## src/hw/rtl/efip_pkg.sv

```systemverilog
// Package for the encapsulated fragment item parser.
// Holds parse phase codes, result kind codes, item tags and the result word type.
// No dependencies.
package efip_pkg;

  // Parse phases.
  localparam logic [2:0] PH_DONE   = 3'd0;
  localparam logic [2:0] PH_HEADER = 3'd1;
  localparam logic [2:0] PH_TAG    = 3'd2;
  localparam logic [2:0] PH_LENGTH = 3'd3;
  localparam logic [2:0] PH_SKIP   = 3'd4;

  // Result kinds.
  localparam logic [2:0] K_FRAME   = 3'd0;
  localparam logic [2:0] K_DELIM   = 3'd1;
  localparam logic [2:0] K_END     = 3'd2;
  localparam logic [2:0] K_OVERRUN = 3'd3;
  localparam logic [2:0] K_BADTAG  = 3'd4;
  localparam logic [2:0] K_TRUNC   = 3'd5;

  // Item tags and the offset-table header length.
  localparam logic [31:0] ITEM_TAG     = 32'hfffe_e000;
  localparam logic [31:0] DELIM_TAG    = 32'hfffe_e0dd;
  localparam logic [31:0] HEADER_BYTES = 32'd8;

  // Depth of the result buffer; a byte is taken while two slots are free.
  localparam int RES_DEPTH = 4;

  typedef struct packed {
    logic [2:0]  kind;
    logic [31:0] frame_start;
    logic [31:0] frame_length;
    logic        last_result;
  } result_t;

  // Bit position of each tag byte: the two 16-bit halves are swapped.
  function automatic logic [4:0] tag_shift(input logic [1:0] idx);
    logic [4:0] pos;
    case (idx)
      2'd0:    pos = 5'd16;
      2'd1:    pos = 5'd24;
      2'd2:    pos = 5'd0;
      default: pos = 5'd8;
    endcase
    return pos;
  endfunction

endpackage

```

## src/hw/rtl/efip_if.sv

```systemverilog
// Channel interfaces of the encapsulated fragment item parser.
// Byte input, result output and buffer size write channels; no dependencies.
interface efip_in_if;
  logic       valid;
  logic       ready;
  logic [7:0] data_byte;
  logic       first_byte;

  modport source (output valid, output data_byte, output first_byte, input ready);
  modport sink (input valid, input data_byte, input first_byte, output ready);
endinterface

interface efip_out_if;
  logic        valid;
  logic        ready;
  logic [2:0]  kind;
  logic [31:0] frame_start;
  logic [31:0] frame_length;
  logic        last_result;

  modport source (output valid, output kind, output frame_start, output frame_length,
                  output last_result, input ready);
  modport sink (input valid, input kind, input frame_start, input frame_length,
                input last_result, output ready);
endinterface

interface efip_cfg_if;
  logic        valid;
  logic        ready;
  logic [31:0] buffer_size;

  modport source (output valid, output buffer_size, input ready);
  modport sink (input valid, input buffer_size, output ready);
endinterface

```

## src/hw/rtl/encapsulated_fragment_item_parser_unit.sv

```systemverilog
// Top level of the encapsulated fragment item parser.
// Depends on efip_pkg and the channel interfaces in efip_if.sv.
// A result word is written into the result buffer when the byte that causes it is taken.
// Throughput: one byte per cycle; a byte yields up to two words, drained one per cycle
// from a four-word result buffer, and a byte is taken while two buffer slots are free.
// Reset: buffer size is zero, the buffer is empty and the parser waits for a first byte.
module encapsulated_fragment_item_parser_unit (
  input  logic           clk,
  input  logic           rst,
  efip_in_if.sink        byte_ch,
  efip_out_if.source     result,
  efip_cfg_if.sink       cfg
);
  import efip_pkg::*;

  localparam int PTR_W = $clog2(RES_DEPTH);
  localparam int CNT_W = $clog2(RES_DEPTH + 1);

  // Parser state.
  logic [31:0] buffer_size;
  logic [2:0]  phase, phase_next;
  logic [31:0] byte_offset, byte_offset_next;
  logic [31:0] field_shift, field_shift_next;
  logic [1:0]  byte_in_field, byte_in_field_next;
  logic [31:0] skip_remaining, skip_remaining_next;

  // Result buffer.
  result_t          res_q [RES_DEPTH];
  logic [PTR_W-1:0] wr_ptr, rd_ptr;
  logic [CNT_W-1:0] cnt;

  logic    in_acc, out_acc;
  logic [1:0] n_res;
  result_t r0, r1;

  // Step working values.
  logic [2:0]  ph;
  logic [31:0] off, off1, fs, fs1, skip, skip1;
  logic [1:0]  bif, bif1;
  logic        at_end;
  logic [32:0] frame_end;

  assign in_acc  = byte_ch.valid && byte_ch.ready;
  assign out_acc = result.valid && result.ready;

  assign byte_ch.ready = (cnt <= CNT_W'(RES_DEPTH - 2));
  assign cfg.ready     = 1'b1;

  // Buffer size register.
  always_ff @(posedge clk) begin
    if (rst) begin
      buffer_size <= '0;
    end else if (cfg.valid && cfg.ready) begin
      buffer_size <= cfg.buffer_size;
    end
  end

  // One parse step per accepted byte.
  always_comb begin
    ph   = byte_ch.first_byte ? PH_HEADER : phase;
    off  = byte_ch.first_byte ? '0 : byte_offset;
    fs   = byte_ch.first_byte ? '0 : field_shift;
    bif  = byte_ch.first_byte ? '0 : byte_in_field;
    skip = byte_ch.first_byte ? '0 : skip_remaining;

    off1      = off + 32'd1;
    at_end    = (off1 == buffer_size);
    bif1      = bif + 2'd1;
    skip1     = skip - 32'd1;
    fs1       = '0;
    frame_end = {1'b0, off1};

    phase_next          = ph;
    byte_offset_next    = off;
    field_shift_next    = fs;
    byte_in_field_next  = bif;
    skip_remaining_next = skip;

    n_res = 2'd0;
    r0    = '{kind: K_END, frame_start: '0, frame_length: '0, last_result: 1'b1};
    r1    = '{kind: K_END, frame_start: '0, frame_length: '0, last_result: 1'b1};

    if (ph == PH_DONE) begin
      n_res = 2'd0;
    end else if (off >= buffer_size) begin
      // Byte past the size: an end at an item boundary, otherwise a cut-off field.
      n_res      = 2'd1;
      r0.kind    = ((ph == PH_HEADER) || (ph == PH_TAG && bif == 2'd0)) ? K_END : K_TRUNC;
      phase_next = PH_DONE;
    end else begin
      byte_offset_next = off1;
      unique case (ph)
        PH_HEADER: begin
          if (at_end) begin
            n_res      = 2'd1;
            phase_next = PH_DONE;
          end else if (off1 == HEADER_BYTES) begin
            phase_next         = PH_TAG;
            byte_in_field_next = '0;
            field_shift_next   = '0;
          end
        end
        PH_TAG: begin
          fs1                = fs | ({24'd0, byte_ch.data_byte} << tag_shift(bif));
          field_shift_next   = fs1;
          byte_in_field_next = bif1;
          if (bif1 != 2'd0) begin
            if (at_end) begin
              n_res      = 2'd1;
              r0.kind    = K_TRUNC;
              phase_next = PH_DONE;
            end
          end else if (fs1 == DELIM_TAG) begin
            n_res      = 2'd1;
            r0.kind    = K_DELIM;
            phase_next = PH_DONE;
          end else if (fs1 != ITEM_TAG) begin
            n_res      = 2'd1;
            r0.kind    = K_BADTAG;
            phase_next = PH_DONE;
          end else if (at_end) begin
            n_res      = 2'd1;
            r0.kind    = K_TRUNC;
            phase_next = PH_DONE;
          end else begin
            phase_next       = PH_LENGTH;
            field_shift_next = '0;
          end
        end
        PH_LENGTH: begin
          fs1                = fs | ({24'd0, byte_ch.data_byte} << {bif, 3'b000});
          field_shift_next   = fs1;
          byte_in_field_next = bif1;
          frame_end          = {1'b0, off1} + {1'b0, fs1};
          if (bif1 != 2'd0) begin
            if (at_end) begin
              n_res      = 2'd1;
              r0.kind    = K_TRUNC;
              phase_next = PH_DONE;
            end
          end else if (frame_end > {1'b0, buffer_size}) begin
            n_res           = 2'd1;
            r0.kind         = K_OVERRUN;
            r0.frame_start  = off1;
            r0.frame_length = fs1;
            phase_next      = PH_DONE;
          end else begin
            n_res           = 2'd1;
            r0.kind         = K_FRAME;
            r0.frame_start  = off1;
            r0.frame_length = fs1;
            if (fs1 == 32'd0) begin
              // Empty frame: straight back to tag reading.
              phase_next         = PH_TAG;
              byte_in_field_next = '0;
              field_shift_next   = '0;
              if (at_end) begin
                n_res          = 2'd2;
                r0.last_result = 1'b0;
                phase_next     = PH_DONE;
              end
            end else begin
              phase_next          = PH_SKIP;
              skip_remaining_next = fs1;
            end
          end
        end
        PH_SKIP: begin
          skip_remaining_next = skip1;
          if (skip1 == 32'd0) begin
            phase_next         = PH_TAG;
            byte_in_field_next = '0;
            field_shift_next   = '0;
            if (at_end) begin
              n_res      = 2'd1;
              phase_next = PH_DONE;
            end
          end
        end
        default: begin
          phase_next = PH_DONE;
        end
      endcase
    end
  end

  // Parser state registers.
  always_ff @(posedge clk) begin
    if (rst) begin
      phase          <= PH_DONE;
      byte_offset    <= '0;
      field_shift    <= '0;
      byte_in_field  <= '0;
      skip_remaining <= '0;
    end else if (in_acc) begin
      phase          <= phase_next;
      byte_offset    <= byte_offset_next;
      field_shift    <= field_shift_next;
      byte_in_field  <= byte_in_field_next;
      skip_remaining <= skip_remaining_next;
    end
  end

  // Result buffer storage; entries need no reset.
  always_ff @(posedge clk) begin
    if (in_acc && n_res != 2'd0) begin
      res_q[wr_ptr] <= r0;
      if (n_res == 2'd2) begin
        res_q[wr_ptr + PTR_W'(1)] <= r1;
      end
    end
  end

  // Result buffer pointers and fill count.
  always_ff @(posedge clk) begin
    if (rst) begin
      wr_ptr <= '0;
      rd_ptr <= '0;
      cnt    <= '0;
    end else begin
      if (in_acc) begin
        wr_ptr <= wr_ptr + PTR_W'(n_res);
      end
      if (out_acc) begin
        rd_ptr <= rd_ptr + PTR_W'(1);
      end
      cnt <= cnt + (in_acc ? CNT_W'(n_res) : CNT_W'(0)) - (out_acc ? CNT_W'(1) : CNT_W'(0));
    end
  end

  // Output word.
  assign result.valid        = (cnt != '0);
  assign result.kind         = res_q[rd_ptr].kind;
  assign result.frame_start  = res_q[rd_ptr].frame_start;
  assign result.frame_length = res_q[rd_ptr].frame_length;
  assign result.last_result  = res_q[rd_ptr].last_result;

  // The result buffer never holds more words than it has slots.
  a_no_overflow: assert property (@(posedge clk) disable iff (rst)
    cnt <= CNT_W'(RES_DEPTH))
    else $error("result buffer overflow");

  // Any result other than a found frame ends the parse.
  a_end_stops: assert property (@(posedge clk) disable iff (rst)
    (in_acc && n_res == 2'd1 && r0.kind != K_FRAME) |=> (phase == PH_DONE))
    else $error("parser still running after an end result");

  // Two words from one byte are always an empty frame followed by an end of buffer.
  a_pair_form: assert property (@(posedge clk) disable iff (rst)
    (in_acc && n_res == 2'd2) |-> (r0.kind == K_FRAME && r1.kind == K_END
                                   && r0.frame_length == 32'd0))
    else $error("unexpected pair of results");

endmodule

```

## src/flat_wrapper.sv

```systemverilog
// flat-port wrapper written by rule: the top's interface ports become plain ports
module encapsulated_fragment_item_parser_unit_flat import efip_pkg::*;
  (clk, rst, byte_ch_valid, byte_ch_data_byte, byte_ch_first_byte, byte_ch_ready, result_valid, result_kind, result_frame_start, result_frame_length, result_last_result, result_ready, cfg_valid, cfg_buffer_size, cfg_ready);
  efip_in_if byte_ch_i ();
  efip_out_if result_i ();
  efip_cfg_if cfg_i ();
  input  logic clk;
  input  logic rst;
  input wire logic [$bits(byte_ch_i.valid)-1:0] byte_ch_valid;
  input wire logic [$bits(byte_ch_i.data_byte)-1:0] byte_ch_data_byte;
  input wire logic [$bits(byte_ch_i.first_byte)-1:0] byte_ch_first_byte;
  output wire logic [$bits(byte_ch_i.ready)-1:0] byte_ch_ready;
  output wire logic [$bits(result_i.valid)-1:0] result_valid;
  output wire logic [$bits(result_i.kind)-1:0] result_kind;
  output wire logic [$bits(result_i.frame_start)-1:0] result_frame_start;
  output wire logic [$bits(result_i.frame_length)-1:0] result_frame_length;
  output wire logic [$bits(result_i.last_result)-1:0] result_last_result;
  input wire logic [$bits(result_i.ready)-1:0] result_ready;
  input wire logic [$bits(cfg_i.valid)-1:0] cfg_valid;
  input wire logic [$bits(cfg_i.buffer_size)-1:0] cfg_buffer_size;
  output wire logic [$bits(cfg_i.ready)-1:0] cfg_ready;
  assign byte_ch_i.valid = byte_ch_valid;
  assign byte_ch_i.data_byte = byte_ch_data_byte;
  assign byte_ch_i.first_byte = byte_ch_first_byte;
  assign byte_ch_ready = byte_ch_i.ready;
  assign result_valid = result_i.valid;
  assign result_kind = result_i.kind;
  assign result_frame_start = result_i.frame_start;
  assign result_frame_length = result_i.frame_length;
  assign result_last_result = result_i.last_result;
  assign result_i.ready = result_ready;
  assign cfg_i.valid = cfg_valid;
  assign cfg_i.buffer_size = cfg_buffer_size;
  assign cfg_ready = cfg_i.ready;
  encapsulated_fragment_item_parser_unit u_core (.clk(clk), .rst(rst), .byte_ch(byte_ch_i), .result(result_i), .cfg(cfg_i));
endmodule
```

## config.mk

```make
export PLATFORM = sky130hd
export DESIGN_NAME = encapsulated_fragment_item_parser_unit_flat
export DESIGN_NICKNAME = d
export VERILOG_FILES = /design/src/hw/rtl/efip_pkg.sv /design/src/hw/rtl/efip_if.sv /design/src/hw/rtl/encapsulated_fragment_item_parser_unit.sv /design/src/flat_wrapper.sv
export SDC_FILE = /design/constraint.sdc
export NUM_CORES = 1
export LEC_CHECK = 0
export ABC_CLOCK_PERIOD_IN_PS = 19100
export BUFFER_PORTS_ARGS = -buffer_cell sky130_fd_sc_hd__buf_2
export CORE_MARGIN = 10
export CORE_UTILIZATION = 45
export CTS_CLUSTER_DIAMETER = 80
export DETAILED_ROUTE_END_ITERATION = 7
export SLEW_MARGIN = 20
export SYNTH_ARGS = -nofsm -noshare
export SYNTH_HDL_FRONTEND = slang
export SYNTH_SLANG_ARGS = --single-unit
```

## constraint.sdc

```tcl
create_clock -name clk -period 19.1 [get_ports clk]
set_clock_uncertainty 0.05 [all_clocks]
set_input_delay 0.955 -clock clk [delete_from_list [all_inputs] [get_ports clk]]
set_output_delay 0.955 -clock clk [all_outputs]
set_load 0.03 [all_outputs]
```

==> impl_metrics.json, run 1 <==
{
  "synth_seq_cells": 414,
  "cp.required_ns": 19.51,
  "pwr-share-clk": 0.455,
  "peakVddDrop_mv": 0.0845,
  "finalSetupViolations": 0,
  "cp_slowest_cell": "a2111oi_0",
  "drt.antenna.violating_nets": 0,
  "rsz0062_at_grt": "no",
  "syn_to_final_growth_pct": 10.9,
  "ys_seq_area_frac": 0.327,
  "grt_usage": 0.266,
  "synth.avg_cell_area_um2": 8.68,
  "arrival_ns": 10.52,
  "ys_warn_count": 0,
  "rrSetupSlack_ns": 9.18,
  "rows": 86,
  "path_clk_slew_ns": 0.06,
  "tns_ns": 0,
  "r2r-start": "u_core.byte_offset[0]$_SDFFE_PP0P_",
  "syn-instance-count": 2923,
  "die-area_um2": 66300,
  "hold_viol_final": 0,
  "vias": 23306,
  "chipWidth_um": 257,
  "postLayoutCellArea_um2": 28100,
  "yosys.cell_types.count": 93,
  "hold_class": "reg2reg",
  "status": "complete, no violations",
  "antenna_found_initial": 3,
  "htreeDepth": 2,
  "finalCritPeriodShare": 0.529,
  "grt_max_degree": 72,
  "routedWlPerCell_um": 24.6,
  "switching_share": 0.273,
  "rr_worst_depth": 31,
  "combPwrFrac": 0.113,
  "slew_headroom": 0.282,
  "max_freq_mhz": 98.9,
  "numCtsBuffers": 47,
  "sequentialPowerShare": 0.431,
  "first_pass_iters": 5,
  "fin_hold_ws_ns": 0.436,
  "cap_violations": 0,
  "cts_root_buf": "clkbuf_16",
  "r2r_end": "u_core.res_q[0][13]$_SDFFE_PP0P_",
  "met2_usage": 0.394,
  "clkSinkCount": 414,
  "ios": 117,
  "whs_endpoint": "u_core.res_q[1][66]$_SDFFE_PP1P_",
  "fin_crit_ns": 10.11,
  "worstSkewPairLatency_ns": 0.60,
  "fill_cells": 5275,
  "layout.nets": 3096,
  "synth_fp_nets": 3076,
  "cts_tree": "yes",
  "cpMostUsedCell": "nand2_1",
  "whs_path_depth": 1,
  "gp_congestion": 0.997,
  "tightest_slew_ns": 1.08,
  "placed_area_um2": 26500,
  "start_util": 0.458,
  "grt_first_pass_wirelength_mm": 140,
  "grt_use_met1": 0.384,
  "dp_hpwl_mm": 65.4,
  "wl_mm": 91.8,
  "port-buffer-count": 115,
  "p_per_area_nw_per_um2": 75.0,
  "drive_above_1_share": 0.126,
  "grt_pass1_vias": 22270,
  "drv_slew": 0,
  "crit_path_end_kind": "flop",
  "critical_path_class": "in2reg",
  "leakagePower_nw": 11.4,
  "internal_power_mw": 1.53,
  "cts.repair.resized": 0,
  "drt_drc_violations_left": 0,
  "p_sw_mw": 0.577,
  "die_h_um": 257,
  "clk_path_buf_depth": 3,
  "gr-total-overflow": 0,
  "ys.flop_type": "dfxtp_1",
  "synth_area_um2": 25400,
  "busiest_layer": "met2",
  "async_flop_share": 0,
  "critPathMaxFanout": 55,
  "coreArea_um2": 55400,
  "postCtsHoldBufs": 0,
  "use_met3": 0.0480,
  "vias_per_cell": 6.25,
  "utilization": 0.508,
  "dr.first_iter.drc_count": 2470,
  "cp-start-kind": "input port",
  "post-cts-setup-buffers": 0,
  "min_from": "u_core.res_q[1][66]$_SDFFE_PP1P_",
  "slowest_delay_ns": 0.95,
  "synth_edf_count": 0
}
registers in the layout, indices dropped and copies added (netlist names), named ones only:
register / count
u_core.field_shift: 32
u_core.byte_offset: 32
u_core.byte_in_field: 2
u_core.cnt: 3
u_core.phase: 3
u_core.buffer_size: 32
u_core.wr_ptr: 2
u_core.res_q: 272
u_core.rd_ptr: 2
u_core.skip_remaining: 32
power groups by stage:
stage,combinational (mW),clock (mW),sequential (mW)
floorplan,0.189,0,0.898
global placement,0.235,0,0.930
detailed placement,0.236,0,0.930
CTS,0.237,0.974,0.910
global route,0.257,1.01,0.913
finish,0.239,0.961,0.910
per-layer routing:
layer,up-vias,part of all wire
met3,151,0.082
met4,2,0.033
met2,1060,0.43
li1,10621,-
met1,11472,0.46
met5,-,0.00022
how the worst max path moves through the flow:
stage                             startpoint                                to  slack, ns  cells past startpoint
after global routing      byte_ch_first_byte   u_core.res_q[0][1]$_SDFFE_PP0P_       8.21                     33
final                     byte_ch_first_byte  u_core.res_q[0][13]$_SDFFE_PP0P_       8.99                     33
after CTS                 byte_ch_first_byte  u_core.res_q[0][13]$_SDFFE_PP0P_       9.22                     33
after global placement    byte_ch_first_byte   u_core.res_q[0][0]$_SDFFE_PP1P_       8.89                     33
after detailed placement  byte_ch_first_byte  u_core.res_q[0][13]$_SDFFE_PP0P_       8.65                     33
after floorplan           byte_ch_first_byte          u_core.cnt[2]$_SDFF_PP0_       9.28                     44
layout make-up:
type / count / area (um2) / share of cell area
sequential: 414 / 8300 / 0.295
antenna: 1 / 2.50 / 0.0000890
clock buffer: 58 / 1290 / 0.0458
clock inverter: 29 / 355 / 0.0126
tap: 748 / 936 / 0.0333
multi-input combinational: 2179 / 15700 / 0.559
inverter: 123 / 462 / 0.0164
timing repair buffer: 178 / 1050 / 0.0374
layout by cell type, fill, tap and decap left out, drive strengths merged, types with 50 or more instances in the layout:
cell,Yosys,final
ha,105,105
mux2i,303,303
nand3,50,50
buf,85,178
a21oi,145,145
inv,123,125
dfxtp,414,414
mux4,68,68
nand2,133,133
nor2,483,483
xnor2,62,62
o21ai,102,102
nor3,70,70
clkbuf,122,58
synthesized netlist by cell type, types with 50 or more instances:
master    number  area share
a21oi_1      144       0.028
clkbuf_1     122       0.018
dfxtp_1      414        0.33
ha_1         105       0.052
inv_1        123       0.018
mux2i_1      303        0.12
mux4_2        68       0.060
nand2_1      133       0.020
nand3_1       50      0.0099
nor2_1       482       0.071
nor3_1        68       0.013
o21ai_0      100       0.020
xnor2_1       62       0.021
logic make-up after synthesis:
family	Yosys count	synth area share
AOI/OAI and AO/OA	594	0.159
xor gates and xnor gates	95	0.0361
adders and majority gates	107	0.0534
buffers and inverters	330	0.0562
DFF	414	0.327
muxes	373	0.181
other	1	0.000148
and+or+nand+nor	1009	0.188
metrics by stage:
| step | worst slack [ns] | instances | power [mW] |
|---|---|---|---|
| after floorplan | 9.28 | 2923 | 1.09 |
| after global routing | 8.21 | 3729 | 2.18 |
| after global placement | 8.89 | 3642 | 1.16 |
| final | 8.99 | 3730 | 2.11 |
| after detailed placement | 8.65 | 3642 | 1.17 |
| after CTS | 9.22 | 3729 | 2.12 |
critical path, delay by kind of cell:
family | cells | cell delay (ns)
fa+ha+maj | 3 | 1.15
buf+inv | 5 | 1.31
compound gates | 11 | 3.07
simple gates | 12 | 3.55
xor+xnor | 2 | 0.37
Power figures use the tool's default switching activity.
==> run 2, diff against run 1 <==
--- a/config.mk
+++ b/config.mk
@@ -5,7 +5,7 @@
 export SDC_FILE = /design/constraint.sdc
 export NUM_CORES = 1
 export LEC_CHECK = 0
-export ABC_CLOCK_PERIOD_IN_PS = 19100
+export ABC_CLOCK_PERIOD_IN_PS = 8200
 export BUFFER_PORTS_ARGS = -buffer_cell sky130_fd_sc_hd__buf_2
 export CORE_MARGIN = 10
 export CORE_UTILIZATION = 45
==> constraint.sdc (replaced) <==
create_clock -name clk -period 8.2 [get_ports clk]
set_clock_uncertainty 0.05 [all_clocks]
set_input_delay 0.41 -clock clk [delete_from_list [all_inputs] [get_ports clk]]
set_output_delay 0.41 -clock clk [all_outputs]
set_load 0.03 [all_outputs]
==> impl_metrics.json, run 2 (same netlist as run 1, synthesis figures left out) <==
{
  "status": "complete, no violations",
  "crit_path_end_kind": "flop",
  "r2r-start": "u_core.byte_offset[3]$_SDFFE_PP0P_",
  "antenna_found_initial": 4,
  "whs_path_depth": 3,
  "cts_root_buf": "clkbuf_16",
  "slowest_delay_ns": 0.54,
  "ios": 117,
  "finalCritPeriodShare": 0.949,
  "clk_path_buf_depth": 3,
  "hold_class": "in2reg",
  "grt_max_degree": 78,
  "fin_crit_ns": 7.78,
  "dr.first_iter.drc_count": 2498,
  "rsz0062_at_grt": "no",
  "rows": 86,
  "min_from": "cfg_buffer_size[30]",
  "cap_violations": 0,
  "fin_ws_ns": 0.421,
  "hold_viol_final": 0,
  "gr-total-overflow": 0,
  "grt_first_pass_wirelength_mm": 144,
  "worstSkewPairLatency_ns": 0.63,
  "critical_path_class": "reg2reg",
  "drt.antenna.violating_nets": 0,
  "tightest_slew_ns": 1.12,
  "rr_worst_depth": 30,
  "start_util": 0.458,
  "max_freq_mhz": 129,
  "routedWlPerCell_um": 25.2,
  "gp_congestion": 0.997,
  "die_h_um": 257,
  "htreeDepth": 2,
  "vias_per_cell": 6.25,
  "port-buffer-count": 115,
  "dp_slack_ns": 0.253,
  "syn_to_final_growth_pct": 13.1,
  "cp_slowest_cell": "a2111oi_4",
  "numCtsBuffers": 47,
  "cp-start-kind": "flop",
  "cp.required_ns": 8.61,
  "post-cts-setup-buffers": 0,
  "path_clk_slew_ns": 0.06,
  "grt_usage": 0.277,
  "tns_ns": 0,
  "first_pass_iters": 6,
  "drive_above_1_share": 0.141,
  "chipWidth_um": 257,
  "leakagePower_nw": 11.7,
  "whs_endpoint": "u_core.buffer_size[30]$_SDFFE_PP0P_",
  "rrSetupSlack_ns": 0.42,
  "wl_mm": 95.2,
  "finalSetupViolations": 0,
  "top_register": "u_core.res_q",
  "clkSinkCount": 414,
  "p_per_area_nw_per_um2": 171,
  "r2r_end": "u_core.cnt[2]$_SDFF_PP0_",
  "layout.nets": 3146,
  "die-area_um2": 66300,
  "arrival_ns": 8.19,
  "slew_headroom": 0.248,
  "critPathMaxFanout": 12,
  "dp_hpwl_mm": 68.1,
  "drt_drc_violations_left": 0,
  "peakVddDrop_mv": 0.159,
  "cts_tree": "yes",
  "crit_buf_inv": 2,
  "coreArea_um2": 55400,
  "layout_common_cells": "nor2_1 (481), dfxtp_1 (412), mux2i_1 (303), a21oi_1 (143), nand2_1 (132)",
  "grt_pass1_vias": 22903,
  "largest_reg_flops": 272,
  "crit_family": "compound AO/OA/AOI/OAI gates",
  "vias": 23615,
  "drv_slew": 0,
  "fin_hold_ws_ns": 0.0224,
  "final_common_cell": "nor2_1"
}
## run 2: cell count changes in the layout (fill, tap and decap cells not counted), moves of 3 or more
cell,previous run,this run
buf_4,64,99
buf_12,0,9
dlygate4sd3_1,0,6
nor4_1,35,32
bufinv_16,6,3
clkbuf_8,5,13
clkinv_2,14,6
## run 2: per-stage QoR
step	util	power, mW	cell area, um2	std cells
after global placement	0.487	2.73	27000	3686
after detailed placement	0.487	2.73	27000	3686
after CTS	0.517	4.94	28700	3778
after global routing	0.518	5.07	28700	3778
after floorplan	-	2.53	25400	2923
final	0.518	4.91	28700	3779
## run 2: power breakdown
group	switching (mW)	internal, mW
Clock	0.936	1.28
Sequential	0.0619	2.04
Combinational	0.372	0.223
## run 2: layer usage
metal	part of all wire	global-route usage	vias to the layer above
met3	0.090	0.0589	211
met4	0.039	0.105	6
met5	0.00043	0	-
met2	0.43	0.416	1135
met1	0.44	0.382	11536
li1	-	-	10727
## run 2: repair_timing
item / 4_1_cts / 5_1_grt
hold buffers: 6 / 0
endpoints found under the hold margin: 6 / 0
gates resized for setup: 0 / 5
setup endpoints to repair: 0 / 284
## run 2: how the worst max path moves through the flow
stage	from	end	slack, ns	cells after the start
finish	u_core.byte_offset[3]$_SDFFE_PP0P_	u_core.cnt[2]$_SDFF_PP0_	0.42	30
CTS	u_core.byte_offset[4]$_SDFFE_PP0P_	u_core.cnt[2]$_SDFF_PP0_	0.19	30
floorplan	byte_ch_first_byte	u_core.cnt[2]$_SDFF_PP0_	0.07	44
global placement	u_core.byte_offset[4]$_SDFFE_PP0P_	u_core.cnt[2]$_SDFF_PP0_	0.43	30
global route	u_core.byte_offset[4]$_SDFFE_PP0P_	u_core.cnt[2]$_SDFF_PP0_	0.05	30
detailed placement	u_core.byte_offset[4]$_SDFFE_PP0P_	u_core.cnt[2]$_SDFF_PP0_	0.25	30
## run 2: final cells by class
| type | instances | area [um2] |
|---|---|---|
| antenna | 1 | 2.50 |
| clock buffer | 65 | 1370 |
| clock inverter | 21 | 254 |
| fill | 5273 | 26700 |
| inverter | 123 | 462 |
| multi-input combinational | 2179 | 15800 |
| sequential | 414 | 8300 |
| tap | 748 | 936 |
| timing repair buffer | 228 | 1550 |
## run 2: worst reg2reg max path, delay by kind of cell, from the launching register on
| kind | cells | cell delay, ns |
|---|---|---|
| AOI/OAI and AO/OA | 11 | 2.51 |
| and+or+nand+nor | 10 | 2.30 |
| adders and majority gates | 4 | 1.42 |
| xor gates and xnor gates | 3 | 0.60 |
| DFF | 1 | 0.48 |
| buffers and inverters | 2 | 0.26 |
==> run 3, diff against run 2 <==
--- a/config.mk
+++ b/config.mk
@@ -8,9 +8,10 @@
 export ABC_CLOCK_PERIOD_IN_PS = 8200
 export BUFFER_PORTS_ARGS = -buffer_cell sky130_fd_sc_hd__buf_2
 export CORE_MARGIN = 10
-export CORE_UTILIZATION = 45
+export CORE_UTILIZATION = 50
 export CTS_CLUSTER_DIAMETER = 80
 export DETAILED_ROUTE_END_ITERATION = 7
+export PLACE_DENSITY = 0.7
 export SLEW_MARGIN = 20
 export SYNTH_ARGS = -nofsm -noshare
 export SYNTH_HDL_FRONTEND = slang
==> impl_metrics.json, run 3 (same netlist as run 1, synthesis figures left out) <==
{
  "cp_slowest_cell": "a2111oi_4",
  "layout_common_cells": "nor2_1 (481), dfxtp_1 (412), mux2i_1 (303), a21oi_1 (142), nand2_1 (132)",
  "top_register": "u_core.res_q",
  "drt.antenna.violating_nets": 0,
  "port-buffer-count": 115,
  "numCtsBuffers": 46,
  "met2RoutedLength_mm": 40.6,
  "top_layer": "met5",
  "wl_met3_mm": 8.71,
  "min_from": "cfg_buffer_size[23]",
  "dr.first_iter.drc_count": 3045,
  "grt_pass1_vias": 22908,
  "pwr-share-clk": 0.434,
  "rr_worst_depth": 29,
  "final_common_cell": "nor2_1",
  "max_freq_mhz": 128,
  "fin_crit_ns": 7.78,
  "syn_to_final_growth_pct": 13.1,
  "cpMostUsedCell": "buf_4",
  "chipWidth_um": 245,
  "hold_class": "in2reg",
  "drt_drc_violations_left": 0,
  "antenna_found_initial": 3,
  "p_sw_mw": 1.31,
  "utilization": 0.572,
  "tightest_slew_ns": 1.14,
  "tns_ns": 0,
  "gp_congestion": 1.03,
  "crit_path_end_kind": "flop",
  "p_per_area_nw_per_um2": 165,
  "coreArea_um2": 50200,
  "gr-total-overflow": 0,
  "grt_usage": 0.296,
  "htreeDepth": 2,
  "critical_path_class": "reg2reg",
  "rsz0062_at_grt": "no",
  "sequentialPowerShare": 0.443,
  "arrival_ns": 8.19,
  "leakagePower_nw": 11.7,
  "cts_tree": "yes",
  "die-area_um2": 60100,
  "start_util": 0.506,
  "hold_viol_final": 0,
  "multiInputGateArea_um2": 15800,
  "largest_reg_flops": 272,
  "layout.nets": 3168,
  "whs_path_depth": 3,
  "routedWlPerCell_um": 24.8,
  "cap_violations": 0,
  "drive_above_1_share": 0.139,
  "slew_headroom": 0.235,
  "clkSinkCount": 414,
  "critPathMaxFanout": 68,
  "r2r_end": "u_core.res_q[0][19]$_SDFFE_PP0P_",
  "cp.required_ns": 8.61,
  "rows": 82,
  "wl_mm": 92.3,
  "whs_endpoint": "u_core.buffer_size[23]$_SDFFE_PP0P_",
  "die_h_um": 245,
  "peakVddDrop_mv": 0.185,
  "switching_share": 0.277,
  "clk_path_buf_depth": 3,
  "vias_per_cell": 6.42,
  "ios": 117,
  "finalCritPeriodShare": 0.949,
  "regArea_um2": 8300,
  "grt_max_degree": 80,
  "wl_met1_mm": 39.8,
  "slowest_delay_ns": 0.54,
  "fill_cells": 4460,
  "path_clk_slew_ns": 0.06,
  "status": "complete, no violations",
  "finalSetupViolations": 0,
  "first_pass_iters": 7,
  "r2r-start": "u_core.byte_in_field[1]$_SDFFE_PP0P_",
  "rrSetupSlack_ns": 0.42,
  "worstSkewPairLatency_ns": 0.62,
  "drv_slew": 0,
  "grt_first_pass_wirelength_mm": 141,
  "combPwrFrac": 0.123,
  "cp-start-kind": "flop",
  "internal_power_mw": 3.43,
  "cts_root_buf": "clkbuf_16",
  "dp_hpwl_mm": 66.9,
  "vias": 23902
}
[run 3: changes by cell type in the layout (fill, tap and decap cells not counted), sizes merged]
| cell | before | now |
|---|---|---|
| dlygate4sd3 | 6 | 21 |
| buf | 222 | 230 |
| clkinvlp | 6 | 1 |
| diode | 1 | 5 |
| bufinv | 3 | 1 |
| clkbuf | 65 | 67 |
| clkinv | 10 | 8 |
| inv | 125 | 127 |
[run 3: per-stage QoR]
step                      cells  hold slack, ns  worst slack (ns)  area, um2  total power [mW]
after floorplan            2923           0.386            0.0688      25400              2.53
after CTS                  3720        0.000256             0.476      28600              4.76
after global placement     3617           0.408             0.481      26900              2.71
final                      3725          0.0147             0.417      28700              4.75
after detailed placement   3618           0.423             0.308      26900              2.71
after global routing       3720          0.0206            0.0839      28700              4.89
[run 3: how the worst max path moves through the flow]
stage	cells after the start	end	slack, ns	startpoint
after floorplan	44	u_core.cnt[2]$_SDFF_PP0_	0.07	byte_ch_first_byte
after global placement	31	u_core.res_q[0][0]$_SDFFE_PP1P_	0.48	byte_ch_first_byte
after detailed placement	35	u_core.cnt[2]$_SDFF_PP0_	0.31	byte_ch_first_byte
after CTS	31	u_core.res_q[0][35]$_SDFFE_PP0P_	0.48	u_core.byte_offset[1]$_SDFFE_PP0P_
after global routing	31	u_core.cnt[2]$_SDFF_PP0_	0.08	u_core.byte_offset[3]$_SDFFE_PP0P_
final	29	u_core.res_q[0][19]$_SDFFE_PP0P_	0.42	u_core.byte_in_field[1]$_SDFFE_PP0P_
[run 3: what timing repair did]
action,4_1_cts,5_1_grt
setup endpoints to repair,0,204
hold buffers,21,0
resized for setup,0,6
buffers inserted,0,0
hold endpoints to repair,21,0
[run 3: final cells by class]
cell class                      count  area share
Clock buffer                       67      0.0464
Antenna cell                        5    0.000436
Tap cell                          672      0.0293
Clock inverter                     14     0.00528
Timing Repair Buffer              251      0.0618
Inverter                          123      0.0161
Sequential cell                   414       0.289
Multi-Input combinational cell   2179       0.552
[run 3: power by group through the flow]
| stage | combinational, mW | clock, mW | sequential, mW |
|---|---|---|---|
| floorplan | 0.442 | 0 | 2.09 |
| global placement | 0.563 | 0 | 2.15 |
| detailed placement | 0.567 | 0 | 2.15 |
| CTS | 0.580 | 2.08 | 2.10 |
| global route | 0.630 | 2.16 | 2.11 |
| finish | 0.586 | 2.06 | 2.10 |
[run 3: critical path: cells and delay by family (launching register included)]
| family | cells | cell delay, ns |
|---|---|---|
| flops | 1 | 0.35 |
| buf+inv | 5 | 1.37 |
| compound gates | 12 | 3.04 |
| simple gates | 9 | 1.83 |
| xor+xnor | 1 | 0.13 |
| fa+ha+maj | 2 | 0.75 |
[run 3: per-layer routing]
layer | GRT usage | vias up
li1 | - | 10775
met1 | 0.413 | 11658
met2 | 0.452 | 1266
met3 | 0.0542 | 201
met4 | 0.101 | 2
met5 | 0 | -
